### src/rtl/rqsm_pkg.sv
// Shared types, constants and helper functions for the RTOS queue object.
// Used by rqsm_datapath and rtos_queue_semaphore_mutex_core.
// No dependencies.
package rqsm_pkg;

    // Default sizes of the object.
    localparam int DEF_QUEUE_DEPTH = 16;
    localparam int DEF_ITEM_BITS   = 32;
    localparam int DEF_MAX_TASKS   = 16;

    // Fixed field widths.
    localparam int CFG_W     = 5;
    localparam int CFG_IDX_W = 2;
    localparam int TASK_W    = 4;
    localparam int COUNT_W   = 5;
    localparam int STATUS_W  = 2;

    // Configuration register indexes.
    localparam logic [CFG_IDX_W-1:0] CFG_QUEUE_LENGTH  = 2'd0;
    localparam logic [CFG_IDX_W-1:0] CFG_CARRIES_DATA  = 2'd1;
    localparam logic [CFG_IDX_W-1:0] CFG_INITIAL_COUNT = 2'd2;

    // Configuration reset values.
    localparam logic [CFG_W-1:0] RESET_QUEUE_LENGTH  = 5'd16;
    localparam logic             RESET_CARRIES_DATA  = 1'b1;
    localparam logic [CFG_W-1:0] RESET_INITIAL_COUNT = 5'd0;

    // Request kinds.
    localparam logic KIND_SEND    = 1'b0;
    localparam logic KIND_RECEIVE = 1'b1;

    // Result status codes.
    typedef enum logic [STATUS_W-1:0] {
        STATUS_PASS    = 2'd0,
        STATUS_FULL    = 2'd1,
        STATUS_EMPTY   = 2'd2,
        STATUS_BLOCKED = 2'd3
    } status_t;

    // Queue length clamped to 1 .. cap.
    function automatic logic [COUNT_W-1:0] eff_length(input logic [CFG_W-1:0] ql,
                                                       input logic [COUNT_W-1:0] cap);
        logic [COUNT_W-1:0] n;
        begin
            n = ql;
            if (n == '0) begin
                n = COUNT_W'(1);
            end else if (n > cap) begin
                n = cap;
            end
            return n;
        end
    endfunction

    // Initial count clamped to the effective length.
    function automatic logic [COUNT_W-1:0] clamp_count(input logic [CFG_W-1:0] ic,
                                                        input logic [COUNT_W-1:0] len);
        begin
            return (ic > len) ? len : ic;
        end
    endfunction

endpackage

### src/rtl/rqsm_ctrl.sv
// Handshake controller for the RTOS queue object.
// Sequences one request at a time: accept, then hold the result until taken.
// Does not depend on rqsm_pkg.
module rqsm_ctrl (
    input  logic aclk,
    input  logic aresetn,
    input  logic s_valid,
    output logic s_ready,
    output logic m_valid,
    input  logic m_ready,
    output logic exec_req
);

    typedef enum logic {
        ST_IDLE,
        ST_RESP
    } state_t;

    state_t state_reg, state_next;
    logic   s_ready_reg, s_ready_next;
    logic   m_valid_reg, m_valid_next;

    // A request is executed in the cycle it is accepted.
    assign exec_req = s_valid & s_ready_reg;
    assign s_ready  = s_ready_reg;
    assign m_valid  = m_valid_reg;

    // Next state and registered handshake outputs.
    always_comb begin
        state_next   = state_reg;
        s_ready_next = s_ready_reg;
        m_valid_next = m_valid_reg;
        case (state_reg)
            ST_IDLE: begin
                if (exec_req) begin
                    state_next   = ST_RESP;
                    s_ready_next = 1'b0;
                    m_valid_next = 1'b1;
                end
            end
            ST_RESP: begin
                if (m_ready) begin
                    state_next   = ST_IDLE;
                    s_ready_next = 1'b1;
                    m_valid_next = 1'b0;
                end
            end
            default: begin
                state_next   = ST_IDLE;
                s_ready_next = 1'b1;
                m_valid_next = 1'b0;
            end
        endcase
    end

    // State and output registers.
    always_ff @(posedge aclk) begin
        if (!aresetn) begin
            state_reg   <= ST_IDLE;
            s_ready_reg <= 1'b1;
            m_valid_reg <= 1'b0;
        end else begin
            state_reg   <= state_next;
            s_ready_reg <= s_ready_next;
            m_valid_reg <= m_valid_next;
        end
    end

endmodule

### src/rtl/rqsm_datapath.sv
// Datapath of the RTOS queue object: configuration, ring buffer, count,
// mutex holder, waiter counters and result registers. Depends on rqsm_pkg.
module rqsm_datapath #(
    parameter int QUEUE_DEPTH = rqsm_pkg::DEF_QUEUE_DEPTH,
    parameter int ITEM_BITS   = rqsm_pkg::DEF_ITEM_BITS,
    parameter int MAX_TASKS   = rqsm_pkg::DEF_MAX_TASKS
) (
    input  logic                          aclk,
    input  logic                          aresetn,
    input  logic                          exec_req,
    input  logic                          s_kind,
    input  logic [ITEM_BITS-1:0]          s_item_data,
    input  logic [rqsm_pkg::TASK_W-1:0]   s_task_id,
    input  logic                          s_may_wait,
    input  logic                          cfg_write,
    input  logic [rqsm_pkg::CFG_IDX_W-1:0] cfg_index,
    input  logic [rqsm_pkg::CFG_W-1:0]    cfg_data,
    output logic [rqsm_pkg::STATUS_W-1:0] m_status,
    output logic [ITEM_BITS-1:0]          m_read_data,
    output logic                          m_wake_sender,
    output logic                          m_wake_receiver,
    output logic                          m_inherit_request,
    output logic                          m_disinherit_request,
    output logic [rqsm_pkg::TASK_W-1:0]   m_holder_task,
    output logic [rqsm_pkg::COUNT_W-1:0]  m_message_count
);
    import rqsm_pkg::*;

    localparam int SLOT_W      = (QUEUE_DEPTH > 1) ? $clog2(QUEUE_DEPTH) : 1;
    localparam int CMP_W       = ((SLOT_W > COUNT_W) ? SLOT_W : COUNT_W) + 1;
    localparam int WAIT_W      = $clog2(MAX_TASKS + 1);
    localparam int DEPTH_CAP_I = (QUEUE_DEPTH > 31) ? 31 : QUEUE_DEPTH;
    localparam logic [COUNT_W-1:0] DEPTH_CAP = COUNT_W'(DEPTH_CAP_I);
    localparam logic [WAIT_W-1:0]  WAIT_MAX  = WAIT_W'(MAX_TASKS);

    // Configuration registers.
    logic [CFG_W-1:0] queue_length_reg, queue_length_next;
    logic             carries_data_reg, carries_data_next;
    logic [CFG_W-1:0] initial_count_reg, initial_count_next;

    // Object state.
    logic [SLOT_W-1:0]  write_slot_reg, write_slot_next;
    logic [SLOT_W-1:0]  last_read_slot_reg, last_read_slot_next;
    logic [COUNT_W-1:0] count_reg, count_next;
    logic               holder_valid_reg, holder_valid_next;
    logic [TASK_W-1:0]  holder_id_reg, holder_id_next;
    logic [WAIT_W-1:0]  blocked_senders_reg, blocked_senders_next;
    logic [WAIT_W-1:0]  blocked_receivers_reg, blocked_receivers_next;

    // Result registers.
    status_t            status_reg, status_next;
    logic               wake_s_reg, wake_s_next;
    logic               wake_r_reg, wake_r_next;
    logic               inh_reg, inh_next;
    logic               dis_reg, dis_next;
    logic [TASK_W-1:0]  htask_reg, htask_next;
    logic               rd_pass_reg, rd_pass_next;

    // Ring buffer storage.
    logic [ITEM_BITS-1:0] item_store [QUEUE_DEPTH];
    logic [ITEM_BITS-1:0] rdata_reg;
    logic                 mem_we;
    logic                 mem_re;
    logic [SLOT_W-1:0]    rd_slot;

    logic [COUNT_W-1:0] eff_len;
    logic [COUNT_W-1:0] new_len;
    logic [CMP_W-1:0]   new_last;
    logic [CMP_W-1:0]   wr_inc;
    logic [CMP_W-1:0]   rd_inc;
    logic [SLOT_W-1:0]  wr_wrap;
    logic [SLOT_W-1:0]  rd_wrap;
    logic               cfg_hit;

    assign eff_len = eff_length(queue_length_reg, DEPTH_CAP);

    // Only a write to one of the defined registers reloads the object.
    assign cfg_hit = cfg_write &&
                     (cfg_index inside {CFG_QUEUE_LENGTH, CFG_CARRIES_DATA, CFG_INITIAL_COUNT});

    // Slot advance with wrap at the effective length.
    always_comb begin
        wr_inc  = CMP_W'(write_slot_reg) + CMP_W'(1);
        rd_inc  = CMP_W'(last_read_slot_reg) + CMP_W'(1);
        wr_wrap = (wr_inc >= CMP_W'(eff_len)) ? '0 : wr_inc[SLOT_W-1:0];
        rd_wrap = (rd_inc >= CMP_W'(eff_len)) ? '0 : rd_inc[SLOT_W-1:0];
    end

    // Configuration values after this cycle's write, used to reload the object.
    always_comb begin
        queue_length_next  = queue_length_reg;
        carries_data_next  = carries_data_reg;
        initial_count_next = initial_count_reg;
        if (cfg_write) begin
            if (cfg_index == CFG_QUEUE_LENGTH) begin
                queue_length_next = cfg_data;
            end else if (cfg_index == CFG_CARRIES_DATA) begin
                carries_data_next = cfg_data[0];
            end else if (cfg_index == CFG_INITIAL_COUNT) begin
                initial_count_next = cfg_data;
            end
        end
        new_len  = eff_length(queue_length_next, DEPTH_CAP);
        new_last = CMP_W'(new_len) - CMP_W'(1);
    end

    // Per-request state update and result.
    always_comb begin
        write_slot_next        = write_slot_reg;
        last_read_slot_next    = last_read_slot_reg;
        count_next             = count_reg;
        holder_valid_next      = holder_valid_reg;
        holder_id_next         = holder_id_reg;
        blocked_senders_next   = blocked_senders_reg;
        blocked_receivers_next = blocked_receivers_reg;
        status_next            = status_reg;
        wake_s_next            = wake_s_reg;
        wake_r_next            = wake_r_reg;
        inh_next               = inh_reg;
        dis_next               = dis_reg;
        htask_next             = htask_reg;
        rd_pass_next           = rd_pass_reg;
        mem_we                 = 1'b0;
        mem_re                 = 1'b0;
        rd_slot                = rd_wrap;

        if (exec_req) begin
            status_next  = STATUS_PASS;
            wake_s_next  = 1'b0;
            wake_r_next  = 1'b0;
            inh_next     = 1'b0;
            dis_next     = 1'b0;
            htask_next   = '0;
            rd_pass_next = 1'b0;
            if (s_kind == KIND_SEND) begin
                if (count_reg < eff_len) begin
                    // Send or give passes.
                    if (carries_data_reg) begin
                        mem_we          = 1'b1;
                        write_slot_next = wr_wrap;
                    end
                    count_next = count_reg + COUNT_W'(1);
                    if (holder_valid_reg) begin
                        dis_next          = 1'b1;
                        htask_next        = holder_id_reg;
                        holder_valid_next = 1'b0;
                    end
                    if (blocked_receivers_reg != '0) begin
                        wake_r_next            = 1'b1;
                        blocked_receivers_next = blocked_receivers_reg - WAIT_W'(1);
                    end
                end else if (!s_may_wait) begin
                    status_next = STATUS_FULL;
                end else begin
                    if (blocked_senders_reg < WAIT_MAX) begin
                        blocked_senders_next = blocked_senders_reg + WAIT_W'(1);
                    end
                    status_next = STATUS_BLOCKED;
                end
            end else begin
                if (count_reg != '0) begin
                    // Receive or take passes.
                    if (carries_data_reg) begin
                        last_read_slot_next = rd_wrap;
                        mem_re              = 1'b1;
                        rd_pass_next        = 1'b1;
                    end
                    count_next = count_reg - COUNT_W'(1);
                    if ((eff_len == COUNT_W'(1)) && !carries_data_reg) begin
                        holder_valid_next = 1'b1;
                        holder_id_next    = s_task_id;
                    end
                    if (blocked_senders_reg != '0) begin
                        wake_s_next          = 1'b1;
                        blocked_senders_next = blocked_senders_reg - WAIT_W'(1);
                    end
                end else if (!s_may_wait) begin
                    status_next = STATUS_EMPTY;
                end else begin
                    if (holder_valid_reg) begin
                        inh_next   = 1'b1;
                        htask_next = holder_id_reg;
                    end
                    if (blocked_receivers_reg < WAIT_MAX) begin
                        blocked_receivers_next = blocked_receivers_reg + WAIT_W'(1);
                    end
                    status_next = STATUS_BLOCKED;
                end
            end
        end

        // A configuration write reloads the object as at reset.
        if (cfg_hit) begin
            write_slot_next        = '0;
            last_read_slot_next    = new_last[SLOT_W-1:0];
            count_next             = clamp_count(initial_count_next, new_len);
            holder_valid_next      = 1'b0;
            holder_id_next         = '0;
            blocked_senders_next   = '0;
            blocked_receivers_next = '0;
        end
    end

    // Control and state registers.
    always_ff @(posedge aclk) begin
        if (!aresetn) begin
            queue_length_reg      <= RESET_QUEUE_LENGTH;
            carries_data_reg      <= RESET_CARRIES_DATA;
            initial_count_reg     <= RESET_INITIAL_COUNT;
            write_slot_reg        <= '0;
            last_read_slot_reg    <= SLOT_W'(CMP_W'(eff_length(RESET_QUEUE_LENGTH, DEPTH_CAP))
                                            - CMP_W'(1));
            count_reg             <= clamp_count(RESET_INITIAL_COUNT,
                                                 eff_length(RESET_QUEUE_LENGTH, DEPTH_CAP));
            holder_valid_reg      <= 1'b0;
            holder_id_reg         <= '0;
            blocked_senders_reg   <= '0;
            blocked_receivers_reg <= '0;
        end else begin
            queue_length_reg      <= queue_length_next;
            carries_data_reg      <= carries_data_next;
            initial_count_reg     <= initial_count_next;
            write_slot_reg        <= write_slot_next;
            last_read_slot_reg    <= last_read_slot_next;
            count_reg             <= count_next;
            holder_valid_reg      <= holder_valid_next;
            holder_id_reg         <= holder_id_next;
            blocked_senders_reg   <= blocked_senders_next;
            blocked_receivers_reg <= blocked_receivers_next;
        end
    end

    // Result payload registers.
    always_ff @(posedge aclk) begin
        status_reg  <= status_next;
        wake_s_reg  <= wake_s_next;
        wake_r_reg  <= wake_r_next;
        inh_reg     <= inh_next;
        dis_reg     <= dis_next;
        htask_reg   <= htask_next;
        rd_pass_reg <= rd_pass_next;
    end

    // Ring buffer: one write port, one registered read port.
    always_ff @(posedge aclk) begin
        if (mem_we) begin
            item_store[write_slot_reg] <= s_item_data;
        end
        if (mem_re) begin
            rdata_reg <= item_store[rd_slot];
        end
    end

    assign m_status             = status_reg;
    assign m_read_data          = rd_pass_reg ? rdata_reg : '0;
    assign m_wake_sender        = wake_s_reg;
    assign m_wake_receiver      = wake_r_reg;
    assign m_inherit_request    = inh_reg;
    assign m_disinherit_request = dis_reg;
    assign m_holder_task        = htask_reg;
    assign m_message_count      = count_reg;

endmodule

### src/rtl/rtos_queue_semaphore_mutex_core.sv
// Top level of the RTOS queue object: controller plus datapath.
// Depends on rqsm_pkg, rqsm_ctrl and rqsm_datapath.
//
// One queue object that acts as a message queue (carries_data = 1), a
// counting semaphore, or a mutex (carries_data = 0, queue_length = 1). Each
// request is a send/give or a receive/take and yields exactly one result.
// A request is executed in the cycle it is accepted; its result is shown
// from the next cycle and held until taken, and the next request is taken
// in the cycle after that, so no new request is taken before the last
// result is taken. The pace is set by the handshake controller, which
// keeps one request in flight so that the count, slot pointers and the
// registered ring buffer read see each request's update before the next.
// Configuration writes are always accepted, must be issued while no request
// is pending, and reload the pointers, count, holder and waiter counters.
// A blocked caller is retried by reissuing the request with may_wait low.
module rtos_queue_semaphore_mutex_core #(
    parameter int QUEUE_DEPTH = rqsm_pkg::DEF_QUEUE_DEPTH,
    parameter int ITEM_BITS   = rqsm_pkg::DEF_ITEM_BITS,
    parameter int MAX_TASKS   = rqsm_pkg::DEF_MAX_TASKS
) (
    input  logic                           aclk,
    input  logic                           aresetn,
    input  logic                           s_valid,
    output logic                           s_ready,
    input  logic                           s_kind,
    input  logic [ITEM_BITS-1:0]           s_item_data,
    input  logic [rqsm_pkg::TASK_W-1:0]    s_task_id,
    input  logic                           s_may_wait,
    output logic                           m_valid,
    input  logic                           m_ready,
    output logic [rqsm_pkg::STATUS_W-1:0]  m_status,
    output logic [ITEM_BITS-1:0]           m_read_data,
    output logic                           m_wake_sender,
    output logic                           m_wake_receiver,
    output logic                           m_inherit_request,
    output logic                           m_disinherit_request,
    output logic [rqsm_pkg::TASK_W-1:0]    m_holder_task,
    output logic [rqsm_pkg::COUNT_W-1:0]   m_message_count,
    input  logic                           cfg_valid,
    output logic                           cfg_ready,
    input  logic [rqsm_pkg::CFG_IDX_W-1:0] cfg_index,
    input  logic [rqsm_pkg::CFG_W-1:0]     cfg_data
);
    import rqsm_pkg::*;

    logic exec_req;
    logic cfg_write;

    // Configuration writes are always accepted.
    assign cfg_ready = 1'b1;
    assign cfg_write = cfg_valid & cfg_ready;

    // Request sequencing.
    rqsm_ctrl u_ctrl (
        .aclk     (aclk),
        .aresetn  (aresetn),
        .s_valid  (s_valid),
        .s_ready  (s_ready),
        .m_valid  (m_valid),
        .m_ready  (m_ready),
        .exec_req (exec_req)
    );

    // Queue state and result registers.
    rqsm_datapath #(
        .QUEUE_DEPTH (QUEUE_DEPTH),
        .ITEM_BITS   (ITEM_BITS),
        .MAX_TASKS   (MAX_TASKS)
    ) u_datapath (
        .aclk                 (aclk),
        .aresetn              (aresetn),
        .exec_req             (exec_req),
        .s_kind               (s_kind),
        .s_item_data          (s_item_data),
        .s_task_id            (s_task_id),
        .s_may_wait           (s_may_wait),
        .cfg_write            (cfg_write),
        .cfg_index            (cfg_index),
        .cfg_data             (cfg_data),
        .m_status             (m_status),
        .m_read_data          (m_read_data),
        .m_wake_sender        (m_wake_sender),
        .m_wake_receiver      (m_wake_receiver),
        .m_inherit_request    (m_inherit_request),
        .m_disinherit_request (m_disinherit_request),
        .m_holder_task        (m_holder_task),
        .m_message_count      (m_message_count)
    );

endmodule
### config.mk
export PLATFORM = sky130hd
export DESIGN_NAME = rtos_queue_semaphore_mutex_core
export DESIGN_NICKNAME = d
export VERILOG_FILES = /design/src/rtl/rqsm_pkg.sv /design/src/rtl/rqsm_ctrl.sv /design/src/rtl/rqsm_datapath.sv /design/src/rtl/rtos_queue_semaphore_mutex_core.sv
export SDC_FILE = /design/constraint.sdc
export NUM_CORES = 1
export LEC_CHECK = 0
export ABC_AREA = 1
export BUFFER_PORTS_ARGS = -buffer_cell sky130_fd_sc_hd__buf_2
export CORE_UTILIZATION = 58
export CTS_BUF_LIST = sky130_fd_sc_hd__clkbuf_8
export DETAILED_ROUTE_END_ITERATION = 8
export PLACE_DENSITY_LB_ADDON = 0.12
export SLEW_MARGIN = 15
export SYNTH_ARGS = -nofsm -noshare
export SYNTH_HDL_FRONTEND = slang
export SYNTH_SLANG_ARGS = --single-unit
### constraint.sdc
create_clock -name aclk -period 3.9 [get_ports aclk]
set_input_delay 0.39 -clock aclk [delete_from_list [all_inputs] [get_ports aclk]]
set_output_delay 0.39 -clock aclk [all_outputs]
set_load 0.1 [all_outputs]
; Word-level counts from Yosys, hierarchy flattened
; Memory sizes are Yosys's and may differ from the RTL's. A register that Yosys moved wholly into a read port is not among the register bits.
; Index checks and enable logic that the tools add are counted.
[op_classes]
addsub = 9
n_lt_le_gt_ge = 8
eq_ne = 13
n_mux = 71
bitwise = 7
n_reduce_logical = 32
[op_table]
columns = cell, n
row1 = two-way mux 5 bit, 28
row2 = two-way mux 4 bit, 12
row3 = two-way mux 32 bit, 1
row4 = two-way mux 1 bit, 23
row5 = AND reduction 4 bit, 4
row6 = nonzero test 2 bit, 8
row7 = "adder 5 x 1 -> 5 bit, second input constant", 3
row8 = nonzero test 5 bit, 3
row9 = "subtractor 5 x 1 -> 5 bit, second input constant", 3
row10 = >= comparator 6 x 5 -> 1 bit, 2
row11 = AND reduction 6 bit, 2
row12 = "adder 4 x 1 -> 5 bit, second input constant", 2
row13 = "greater-than comparator 5 bit, second input constant", 2
row14 = logical NOT 5 bit, 2
row15 = "< comparator 5 bit, second input constant", 2
row16 = "!= test 2 x 1 -> 1 bit, second input constant", 5
row17 = two-way mux 2 bit, 4
row18 = "!= test 2 bit, second input constant", 4
row19 = NOT 1 bit, 6
row20 = case mux 1 bit (2 select lines), 3
row21 = AND reduction 3 bit, 2
row22 = nonzero test 3 bit, 2
row23 = "== test 5 x 1 -> 1 bit, second input constant", 1
row24 = greater-than comparator 5 bit, 1
row25 = other kinds (12), 15
[word_totals]
ff_bits = 53
ram_bits = 512
inputBits = 50
output_inout_bits = 50
elab_cells = 161
memories = 1
[memory_table]
columns = memory, words, word_bits, rd, rd_clocked_by_memory_dff, wr, line
row1 = u_datapath.item_store, 16, 32, 1, 1, 1, rqsm_datapath.sv:60  ; logic [ITEM_BITS-1:0] item_store [QUEUE_DEPTH];

; Logic depth before layout (Yosys ltp)
; Gate-level depths: netlist of run 1.
[logic_depth]
depth_word = 10
depth_mapped = 22
ltp_nobuf = 22

; By module
; Synthesis of run 1 repeated with hierarchy kept, for this count alone.
[hier_totals]
cells_unflattened = 2704
area_unflattened_um2 = 27465.1
[by_module_without_submodules]
columns = module, n_inst, cells_per_inst, area_per_inst_um2, seq_area_each_um2
row1 = rqsm_datapath, 1, 2685, 27328.7, 17446.7
row2 = rqsm_ctrl, 1, 17, 125.1, 60.1
row3 = rtos_queue_semaphore_mutex_core, 1, 2, 11.3, 0.0

; Worst setup path after synthesis of run 1
; OpenSTA, ideal clock, no wires.
[synth_timing]
path_kind = register to register
from = reg u_datapath.count_reg[4] (netlist: u_datapath.m_message_count[4])
to = mem u_datapath.item_store[0][0] (netlist name) (enable)
setup_time_ns = 0.421
t_arrival_ns = 3.696
required_ns = 3.479
slack_ns = -0.217
path_stages_with_launch = 11
n_path_buf = 0
period_less_slack_ns = 4.117
cell_sequence = dfxtp_1 ha_1 nand2_1 nor2_1 nor3b_2 nand2_1 nor2_1 nand2_1 inv_2 nand2_1 nor2_1
[synth_between]
elab_chain_len = 6
[synth_rtl]
columns = item, line
row1 = from (decl), rqsm_datapath.sv:44  ; logic [COUNT_W-1:0] count_reg, count_next;
row2 = from (signal assigned), rqsm_datapath.sv:213  ; count_reg <= clamp_count(RESET_INITIAL_COUNT,
row3 = from (signal assigned), rqsm_datapath.sv:225  ; count_reg <= count_next;
row4 = < comparator 5 bit, rqsm_datapath.sv:136  ; if (count_reg < eff_len) begin
row5 = two-way mux 1 bit, rqsm_datapath.sv:136
row6 = two-way mux 1 bit, rqsm_datapath.sv:135  ; if (s_kind == KIND_SEND) begin
row7 = two-way mux 1 bit, rqsm_datapath.sv:127  ; if (exec_req) begin
row8 = two-way mux 1 bit, rqsm_datapath.sv:246  ; if (mem_we) begin
row9 = two-way mux 1 bit (not written as such), rqsm_datapath.sv:247  ; item_store[write_slot_reg] <= s_item_data;
row10 = to (decl), rqsm_datapath.sv:60
; Every way passes these cells.

; Worst setup path after layout of run 1
[layout_timing]
from = reg u_datapath.last_read_slot_reg[0]
to = reg u_datapath.rdata_reg[0] (read register of u_datapath.item_store), data pin
[layout_between]
elab_chain_len = 3
[layout_rtl]
columns = item, line
row1 = from (decl), rqsm_datapath.sv:43  ; logic [SLOT_W-1:0] last_read_slot_reg, last_read_slot_next;
row2 = from (signal assigned), rqsm_datapath.sv:211  ; last_read_slot_reg <= SLOT_W'(CMP_W'(eff_length(RESET_QUEUE_LENGTH, DEPTH_CAP))
row3 = from (signal assigned), rqsm_datapath.sv:224  ; last_read_slot_reg <= last_read_slot_next;
row4 = adder 4 x 1 -> 5 bit *, rqsm_datapath.sv:84  ; rd_inc = CMP_W'(last_read_slot_reg) + CMP_W'(1);
row5 = >= comparator 6 x 5 -> 1 bit, rqsm_datapath.sv:86  ; rd_wrap = (rd_inc >= CMP_W'(eff_len)) ? '0 : rd_inc[SLOT_W-1:0];
row6 = two-way mux 4 bit *, rqsm_datapath.sv:86
row7 = to (decl), rqsm_datapath.sv:61  ; logic [ITEM_BITS-1:0] rdata_reg;
; Mark *: on every way between the ends. The rest lies on a longest branch, timed or not.
; A chain may end at the register's enable or synchronous reset.

==> impl_metrics.tcl, run 1 <==
set metrics [dict create \
    antenna_found_initial 3 \
    final-hold-violation-count 0 \
    cts_tree "done" \
    io_pins 100 \
    worst_ep_arrival_time_ns 3.80 \
    first_iter_violations 2209 \
    fin_crit_sh_pct 86.5 \
    wl_met1_um 28600 \
    grt_usage_pct 30.1 \
    insertion_delay_ns 0.69 \
    yosysSeqAreaShare_pct 65.5 \
    worstHoldStart "s_task_id[3]" \
    ff2ff_path_depth 13 \
    synth_edf_count 555 \
    grt_pass1_wl_um 107000 \
    path_max_fanout 107 \
    ys_types 42 \
    synth_nets 2718 \
    min_delay_worst_endpoint "u_datapath.holder_id_reg[3]" \
    gp_congestion 0.829 \
    synth_ff_type "edfxtp_1" \
    skew_ns 0.0311 \
    async_reset_ff_share_pct 0 \
    end_kind "flop" \
    cp-start-kind "flop" \
    r2r-end "u_datapath.rdata_reg[0]" \
    place_ws_ns 0.555 \
    row_count 78 \
    fin_util_pct 66.6 \
    synth_top_area_share_pct 62.4 \
    drive_gt1_share_pct 11.0 \
    fin_nets 2839 \
    finalWorstSetupSlack_ns 0.528 \
    slew_headroom_pct 20.4 \
    ant_nets 0 \
    chipHeight_um 217 \
    setup_violations 0 \
    drv_slew 0 \
    cts.htree.levels 3 \
    drc_errors 0 \
    status "completed" \
    highest_layer "met5" \
    yosys-top-cells-area "edfxtp_1 (62%), nand3_1 (6.6%), nand2_1 (6.3%)" \
    numPortBuffers 98 \
    coreArea_sq_um 45400 \
    drt_pass1_iterations 6 \
    min_period_ns 3.37 \
    synth_seq_cells 597 \
    start_util_pct 58.9 \
    clockRootBuffer "clkbuf_8" \
    path_class "reg -> reg" \
    grt_max_degree 164 \
    clockBufferDepth 3 \
    crit_required_ns 4.33 \
    wire_per_inst_um 20.3 \
    p_leak_uw 0.0127 \
    hpwl_um 36700 \
    routed-wl-met3_um 5910 \
    path_clk_slew_ns 0.06 \
    synth.avg_cell_area_sq_um 10.2 \
    yosysWarnings 0 \
    synthesis.area_sq_um 26700 \
    cts_sinks 597 \
    pwr_density_cell_nw_per_um2 528 \
    whs_path_depth 3 \
    fmax_mhz 297 \
    first_global_vias 18900 \
    dr_total_vias 19400 \
    syn_inst 2629 \
    dieArea_sq_um 46900 \
    finalWirelength_um 69500 \
    synth_largest_area_cell "edfxtp_1" \
    wl_met2_um 33100 \
    ff2ff_setup_slack_ns 0.53 \
    via_per_inst 5.66 \
    worst_pin_slew_ns 1.19 \
    grt-ovfl-total 0 \
    reg2reg_from "u_datapath.last_read_slot_reg[0]" \
    largest_register_ffs 512 \
    ir_worst_vdd_mv 0.473 \
    hp-class "in -> reg" \
    area_delta_synth_final_pct 13.2 \
    cts_buffers 96 \
    die_w_um 217 \
    max_cap_viol_count 0 \
    grt_setup_unrepaired "no" \
]
==> area by class of cell <==
cell class                      instances  area (sq um)
Timing Repair Buffer                  161          1360
Inverter                              422          1590
Tap cell                              600           751
Antenna cell                            1          2.50
Fill cell                            3492         15100
Sequential cell                       597         17500
Multi-Input combinational cell       1472          7160
Clock inverter                         75           483
Clock buffer                          100          1380
==> cell families (layout without fill, tap and decap cells) <==
kind of cell             after synthesis  count (layout)  synth area share (%)
AO/OA/AOI/OAI                        136             136                  2.72
XOR/XNOR                              11              11                 0.361
adder cells (fa/ha/maj)               39              39                  1.91
buffers and inverters                560             758                  8.31
flip-flops                           597             597                  65.5
other                                  1               2                0.0140
AND/OR/NAND/NOR                     1285            1285                  21.2
==> routing by layer <==
layer  GRT usage (%)  vias up
li1                -     9062
met1            41.0     9277
met2            49.1      896
met3            5.39      155
met4            10.4        4
met5               0        -
==> cell usage in the layout (no fill, tap or decap), types with 3 or more instances in the layout <==
cell           instances
a21oi_1               39
nand2_1              451
clkbuf_8             100
o21a_1                 3
nand3_1              350
xor2_1                 6
buf_12                30
fa_1                   3
nor2_4                19
o21ai_0               19
inv_1                441
buf_4                 25
clkinv_2              12
dfxtp_1               42
buf_2                 98
bufinv_16              6
clkinv_1              28
nand4_1              131
nand3_4                3
edfxtp_1             555
o21ai_1               65
inv_2                  5
o2111ai_1              4
dlygate4sd3_1          8
ha_1                  36
nor3_1                 4
xnor2_1                5
nor2_1               316
==> critical path, stage by stage (launching register included) <==
cell     delay [ns]
dfxtp_1        0.56
nand3_1        0.14
xor2_1         0.29
inv_1          0.08
ha_1           0.31
nand2_1        0.06
nand2_1        0.08
a21oi_4        0.34
buf_12         0.54
nand4_1        0.28
nand3_1        0.15
nand3_1        0.07
nand3_1        0.11
nand2_1        0.07
==> power breakdown <==
group / total (uW) / internal [uW] / switching (uW)
Clock: 5240 / 2780 / 2460
Sequential: 7250 / 7190 / 60.5
Combinational: 3460 / 882 / 2580
==> worst max path at each step <==
stage | startpoint | endpoint | slack [ns] | cells after the start
finish | u_datapath.last_read_slot_reg[0] | u_datapath.rdata_reg[0] | 0.53 | 13
global route | u_datapath.queue_length_reg[3] | u_datapath.item_store[2][9] | 0.27 | 15
CTS | u_datapath.last_read_slot_reg[0] | u_datapath.rdata_reg[0] | 0.55 | 13
detailed placement | u_datapath.last_read_slot_reg[0] | u_datapath.rdata_reg[0] | 0.56 | 13
global placement | u_datapath.last_read_slot_reg[0] | u_datapath.rdata_reg[0] | 0.58 | 13
floorplan | u_datapath.m_message_count[4] | u_datapath.item_store[0][0] | -0.22 | 10
==> what timing repair did <==
item | in CTS | in global routing
setup buffers | 0 | 0
resized for setup | 0 | 0
hold buffers | 8 | 0
endpoints found under the hold margin | 7 | 0
==> synthesized netlist by cell type, types with 5 or more instances <==
cell,number
a21oi_1,39
buf_1,11
buf_2,87
clkbuf_1,35
dfxtp_1,42
edfxtp_1,555
ha_1,36
inv_1,417
nand2_1,451
nand3_1,352
nand4_1,131
nor2_1,334
o21ai_0,19
o21ai_1,65
xnor2_1,5
xor2_1,6
==> through the flow <==
stage | std cells | power, uW | instance area, sq um | hold WS (ns) | setup TNS [ns]
after floorplan | 2629 | 9750 | 26700 | 0.429 | -111.34
after global placement | 3244 | 10700 | 28300 | 0.442 | 0
after detailed placement | 3244 | 10800 | 28300 | 0.449 | 0
after CTS | 3427 | 16000 | 30200 | 0.00602 | 0
after global routing | 3427 | 16600 | 30200 | 0.0173 | 0
final | 3428 | 16000 | 30200 | 0.0511 | 0
(Power assumes the default switching activity.)
==> run 2, diff against run 1 <==
--- a/config.mk
+++ b/config.mk
@@ -7,7 +7,7 @@
 export LEC_CHECK = 0
 export ABC_AREA = 1
 export BUFFER_PORTS_ARGS = -buffer_cell sky130_fd_sc_hd__buf_2
-export CORE_UTILIZATION = 58
+export CORE_UTILIZATION = 55
 export CTS_BUF_LIST = sky130_fd_sc_hd__clkbuf_8
 export DETAILED_ROUTE_END_ITERATION = 8
 export PLACE_DENSITY_LB_ADDON = 0.12
==> impl_metrics.tcl, run 2 (synthesis results as in run 1) <==
set metrics [dict create \
    status "completed" \
    fin_crit_sh_pct 87.0 \
    cts_sinks 597 \
    crit_chain "nor2_1 -> nand2_1 -> nand2_1 -> nand2_1 -> ha_1 -> nand2_1 -> nor2_1 -> nor3b_2 -> nand2_1 -> nor2_1 -> nand2_1 -> inv_2 -> nand2_1 -> nor2_4 -> buf_12" \
    via_per_inst 5.57 \
    worst_ep_arrival_time_ns 3.75 \
    numPortBuffers 98 \
    r2r-end "u_datapath.item_store[15][8]" \
    wl_met1_um 29100 \
    slowest_stage "nor2_4" \
    min_period_ns 3.39 \
    grt_setup_unrepaired "no" \
    die_w_um 222 \
    num_antenna_cells 0 \
    cp_slowest_stage_delay_ns 0.39 \
    insertion_delay_ns 0.69 \
    fin_tns_setup_ns 0 \
    p_leak_uw 0.0127 \
    fmax_mhz 295 \
    finalWirelength_um 68200 \
    end_kind "flop" \
    ant_nets 0 \
    reg2reg_from "u_datapath.queue_length_reg[3]" \
    post_cts_buffers 0 \
    cp-start-kind "flop" \
    slew_headroom_pct 27.1 \
    drive_gt1_share_pct 11.0 \
    stdcell_count 3452 \
    clockBufferDepth 3 \
    cts_tree "done" \
    ff2ff_setup_slack_ns 0.51 \
    drc_errors 0 \
    hold_slack_ns 0.0569 \
    pwr_density_cell_nw_per_um2 518 \
    dp_cells 3261 \
    path_clk_slew_ns 0.06 \
    cp-startpoint "u_datapath.queue_length_reg[3]" \
    chipHeight_um 222 \
    critPathTopFamily "simple AND/OR/NAND/NOR gates" \
    gp_congestion 0.857 \
    clockRootBuffer "clkbuf_8" \
    setup_violations 0 \
    grt_usage_pct 27.9 \
    crit_required_ns 4.26 \
    crit_path_frequent_cell "nand2_1" \
    grt_pass1_wl_um 106000 \
    dieArea_sq_um 49500 \
    first_iter_violations 1595 \
    critPathBufInv 2 \
    hpwl_um 37300 \
    row_count 80 \
    highest_layer "met4" \
    path_class "reg -> reg" \
    wire_per_inst_um 19.8 \
    largest_register_ffs 512 \
    first_global_vias 18800 \
    grt-ovfl-total 0 \
    skew_ns 0.0205 \
    fin_nets 2845 \
    dr_total_vias 19200 \
    ff2ff_path_depth 15 \
    cts.htree.levels 3 \
    final_common_cell "edfxtp_1" \
    drt_pass1_iterations 6 \
    wl_met2_um 32200 \
    hp-class "in -> reg" \
    cts_buffers 99 \
    coreArea_sq_um 47800 \
    start_util_pct 55.8 \
    final-hold-violation-count 0 \
    endpoint "u_datapath.item_store[15][8]" \
    power.total_uw 15500 \
    drv_slew 0 \
    antenna_found_initial 0 \
    ir_worst_vdd_mv 0.411 \
    io_pins 100 \
    grt_max_degree 115 \
    max_cap_viol_count 0 \
    mostFrequentLayoutCells "edfxtp_1 (555), inv_1 (453), nand2_1 (451)" \
    routed-wl-met3_um 4930 \
    path_max_fanout 23 \
    fin_util_pct 62.7 \
    area_delta_synth_final_pct 12.3 \
    worst_pin_slew_ns 1.09 \
    path_depth 15 \
]
[run 2: cell types whose count changed in the layout (fill, tap and decap cells not counted), sizes merged]
cell	change
clkbuf	+2
clkinv	-3
dlygate4sd3	+1
bufinv	-6
clkinvlp	+2
buf	+2
inv	+12
diode	-1
[run 2: timing repair]
action | in CTS | in global routing
resized for setup | 0 | 0
hold buffers | 9 | 0
endpoints found under the hold margin | 11 | 0
[run 2: metal layers]
layer,vias up,track usage (%)
li1,9080,-
met1,9264,37.6
met2,753,45.5
met3,144,5.45
met4,0,9.61
met5,-,0
[run 2: tightest hold or removal path: stages]
cell and delay (ns):
buf_2 0.11, nand2_1 0.10, a21oi_1 0.08
[run 2: where the power goes]
part           total (uW)  internal, uW  switching (uW)
Sequential           7260          7190            68.9
Combinational        3410           853            2560
Clock                4870          2430            2440
[run 2: cell type report]
type / count / area (sq um)
clock buffers: 102 / 1400
clock inverters: 80 / 342
fillers: 3820 / 17800
inverters: 422 / 1590
multi-input cells: 1472 / 7160
flip-flops and latches: 597 / 17500
well taps: 615 / 769
repair buffers: 164 / 1230
[run 2: worst min-delay path by stage]
stage                                      startpoint  slack, ns                        endpoint  cells after the start
after floorplan           u_datapath.holder_id_reg[0]       0.43     u_datapath.holder_id_reg[0]                      2
after global placement    u_datapath.holder_id_reg[2]       0.44     u_datapath.holder_id_reg[2]                      2
after detailed placement  u_datapath.holder_id_reg[0]       0.45     u_datapath.holder_id_reg[0]                      2
after CTS                                 cfg_data[1]      0.009  u_datapath.queue_length_reg[1]                      3
after global routing                      cfg_data[1]       0.02  u_datapath.queue_length_reg[1]                      3
final                                     cfg_data[1]       0.06  u_datapath.queue_length_reg[1]                      3
[run 2: through the flow]
| step | instance area, sq um | worst slack, ns |
|---|---|---|
| finish | 30000 | 0.507 |
| global route | 30000 | 0.157 |
| floorplan | 26700 | -0.217 |
| global placement | 28200 | 0.581 |
| CTS | 30000 | 0.501 |
| detailed placement | 28200 | 0.527 |
